### src/rtl/lavm_delay.sv
// Payload delay line with a shared advance enable.
// Depends on nothing; used by the top level to align operands.
module lavm_delay #(
  parameter int W = 32,
  parameter int N = 2
) (
  input  logic         clk,
  input  logic         ce,
  input  logic [W-1:0] din,
  output logic [W-1:0] dout
);

  logic [W-1:0] line [N];

  always_ff @(posedge clk) begin
    if (ce) begin
      line[0] <= din;
      for (int k = 1; k < N; k++) begin
        line[k] <= line[k-1];
      end
    end
  end

  assign dout = line[N-1];

endmodule

### config.mk
export PLATFORM = sky130hd
export DESIGN_NAME = lavm_delay
export DESIGN_NICKNAME = d
export VERILOG_FILES = /design/src/rtl/lavm_delay.sv
export SDC_FILE = /design/constraint.sdc
export NUM_CORES = 1
export LEC_CHECK = 0
export BUFFER_PORTS_ARGS = -buffer_cell sky130_fd_sc_hd__buf_2
export CAP_MARGIN = 20
export CORE_AREA = 5 5 74 76
export CTS_BUF_LIST = sky130_fd_sc_hd__clkbuf_8
export DETAILED_ROUTE_END_ITERATION = 16
export DIE_AREA = 0 0 79 81
export GPL_ROUTABILITY_DRIVEN = 1
export PLACE_DENSITY = 0.76
export SYNTH_ARGS = -nofsm -noshare
export SYNTH_HDL_FRONTEND = slang
export SYNTH_SLANG_ARGS = --single-unit
### constraint.sdc
create_clock -name clk -period 0.8 [get_ports clk]
set_input_delay 0.12 -clock clk [delete_from_list [all_inputs] [get_ports clk]]
set_output_delay 0.12 -clock clk [all_outputs]
set_load 0.01 [all_outputs]
==> metrics <==
Max Root-Sink Buffers=2; Yosys reg bits=64; drt drc=0; CTS tree=built; most frequent cells in the layout=buf_2, edfxtp_1, dlygate4sd3_1; Synth cell types=2; vias per cell=4.31; failing checks=setup timing; Mapped Area=0.00216 sq mm; final hold viol count=0; final non-filler cell total=233; CP Buf/Inv Count=1; Fillers=312; layout cells sized above 1=46.4%; vias in the first global route=1019; LEAKAGE=0.00114 uW; max FFs per register=64; Hold Crit Class=primary input to flop; Final nets=208; Min Hold Slack=0.278 ns; CP Data Required Time=0.68 ns; synth top area cells=edfxtp_1, buf_4; commonest non-fill, non-tap cell in the layout=buf_2; die width=79 um; Pwr Total=7420 uW; Setup crit start kind=flop; Clk Tree Root Cell=clkbuf_8; Reg clk slew, reported paths=0.07 ns; outcome=finished with violations; I/O Pins=66; max cap viols=0; worst-path cell chain=buf_2; GRT Total Usage=11.2%; Routed Antenna Nets=0; Setup WS post-layout=-0.175 ns; Slew HR=87.3%; critical path's largest stage delay=0.38 ns; sequential share of the synthesized area=88.9%; post-synth top area share=88.9%; clock sink total=64; Tmin final=0.975 ns; first-pass GRT wire length=4.99 mm; unrepaired setup endpoints after global routing=yes; die area=0.00640 sq mm; Slew @ Worst Pin=0.190 ns; Final period util=122%; Gate Count Post-Synth=96; Max Clock Skew=0.00668 ns; Resized cells post-CTS=0; initial antenna violation count=0; core box area=0.00466 sq mm; maximum fanout along the worst path=1; CTS buffer count=9; I/O Buffers=65; Initial Utilization=46.4%; #MultiIn Comb=0; Setup CP Type=flop to output pin; # Post-CTS Setup Buffers=0; total gr overflow=0; Multi-input gate area=0 sq um; CP max-delay cell=edfxtp_1; via count=1005; dpl cells=185; register bank with the most flops=line; Crit. End Element=output pin; syn avg cell area=22.5 sq um; DRT Pass-1 Iters=4; area grow syn2layout=33.9%; fmax=1030 MHz; critical path's top delay family=flip-flops; biggest area consumer among synthesized cells=edfxtp_1; Placer Congestion=0.659; P per Cell Area=2560 mW/mm^2; Ys Warns=0; antenna diode count=0; largest registers=line (64); final WL=3.37 mm; Slew Limit Fails=0; clk_lat worst skew=0.32 ns; DR WL/cell=14.5 um; DR iter-0 viols=41; Worst EP arrival=0.86 ns; Syn Nets=130; Die Y=81 um; largest net degree at the start of global routing=37; setup violators final=32; number of H-tree levels=3; setup TNS=-4.60 ns; Max IR drop VDD=0.00154 V; Placement Rows=25
==> report_power, final <==
part	switching, uW	leakage (uW)	internal (uW)
Sequential	58.1	0.000626	3970
Clock	1190	0.000101	1750
Combinational	202	0.000408	246
==> final timing paths <==
path	from	end	slack (ns)	cells past startpoint
max	line[0][50]	dout[18]	-0.18	1
min	ce	line[0][56]	0.28	2
max reg2reg	line[0][12]	line[0][44]	0.16	0
min reg2reg	line[0][5]	line[0][37]	0.41	0
==> metal layers <==
layer,global-route usage [%],routed length [um],part of all wire [%]
met1,11.9,1260,37
met3,3.33,207,6.1
met4,7.73,31,0.92
met5,0,0,0
met2,19.1,1870,55
==> cells in the mapped netlist <==
library cell / instances
buf_4: 32
edfxtp_1: 64
==> logic make-up after synthesis <==
logic type / synth area share [%]
buffers and inverters: 11.1
DFF: 88.9
==> cell type report <==
| cell class | instances | area [sq um] | share of cell area (%) |
|---|---|---|---|
| clock buffer | 9 | 124 | 4.28 |
| sequential | 64 | 1920 | 66.4 |
| clock inverter | 7 | 96.3 | 3.33 |
| tap | 54 | 67.6 | 2.33 |
| timing repair buffer | 99 | 686 | 23.7 |
==> stage by stage <==
step                instance area, sq um  setup WS (ns)  util (%)
CTS                                 2900         -0.203      62.1
detailed placement                  2350        -0.0134      50.5
floorplan                           2160          0.204         -
global route                        2900         -0.217      62.1
finish                              2900         -0.175      62.1
global placement                    2350        0.00507      50.5
==> timing repair <==
action	4_1_cts	5_1_grt
pin swaps	0	0
endpoints found under the setup margin	32	32
gates cloned	0	0
hold buffers	32	0
hold endpoints to repair	32	0
Note: power is estimated with default switching activity, not from simulation.
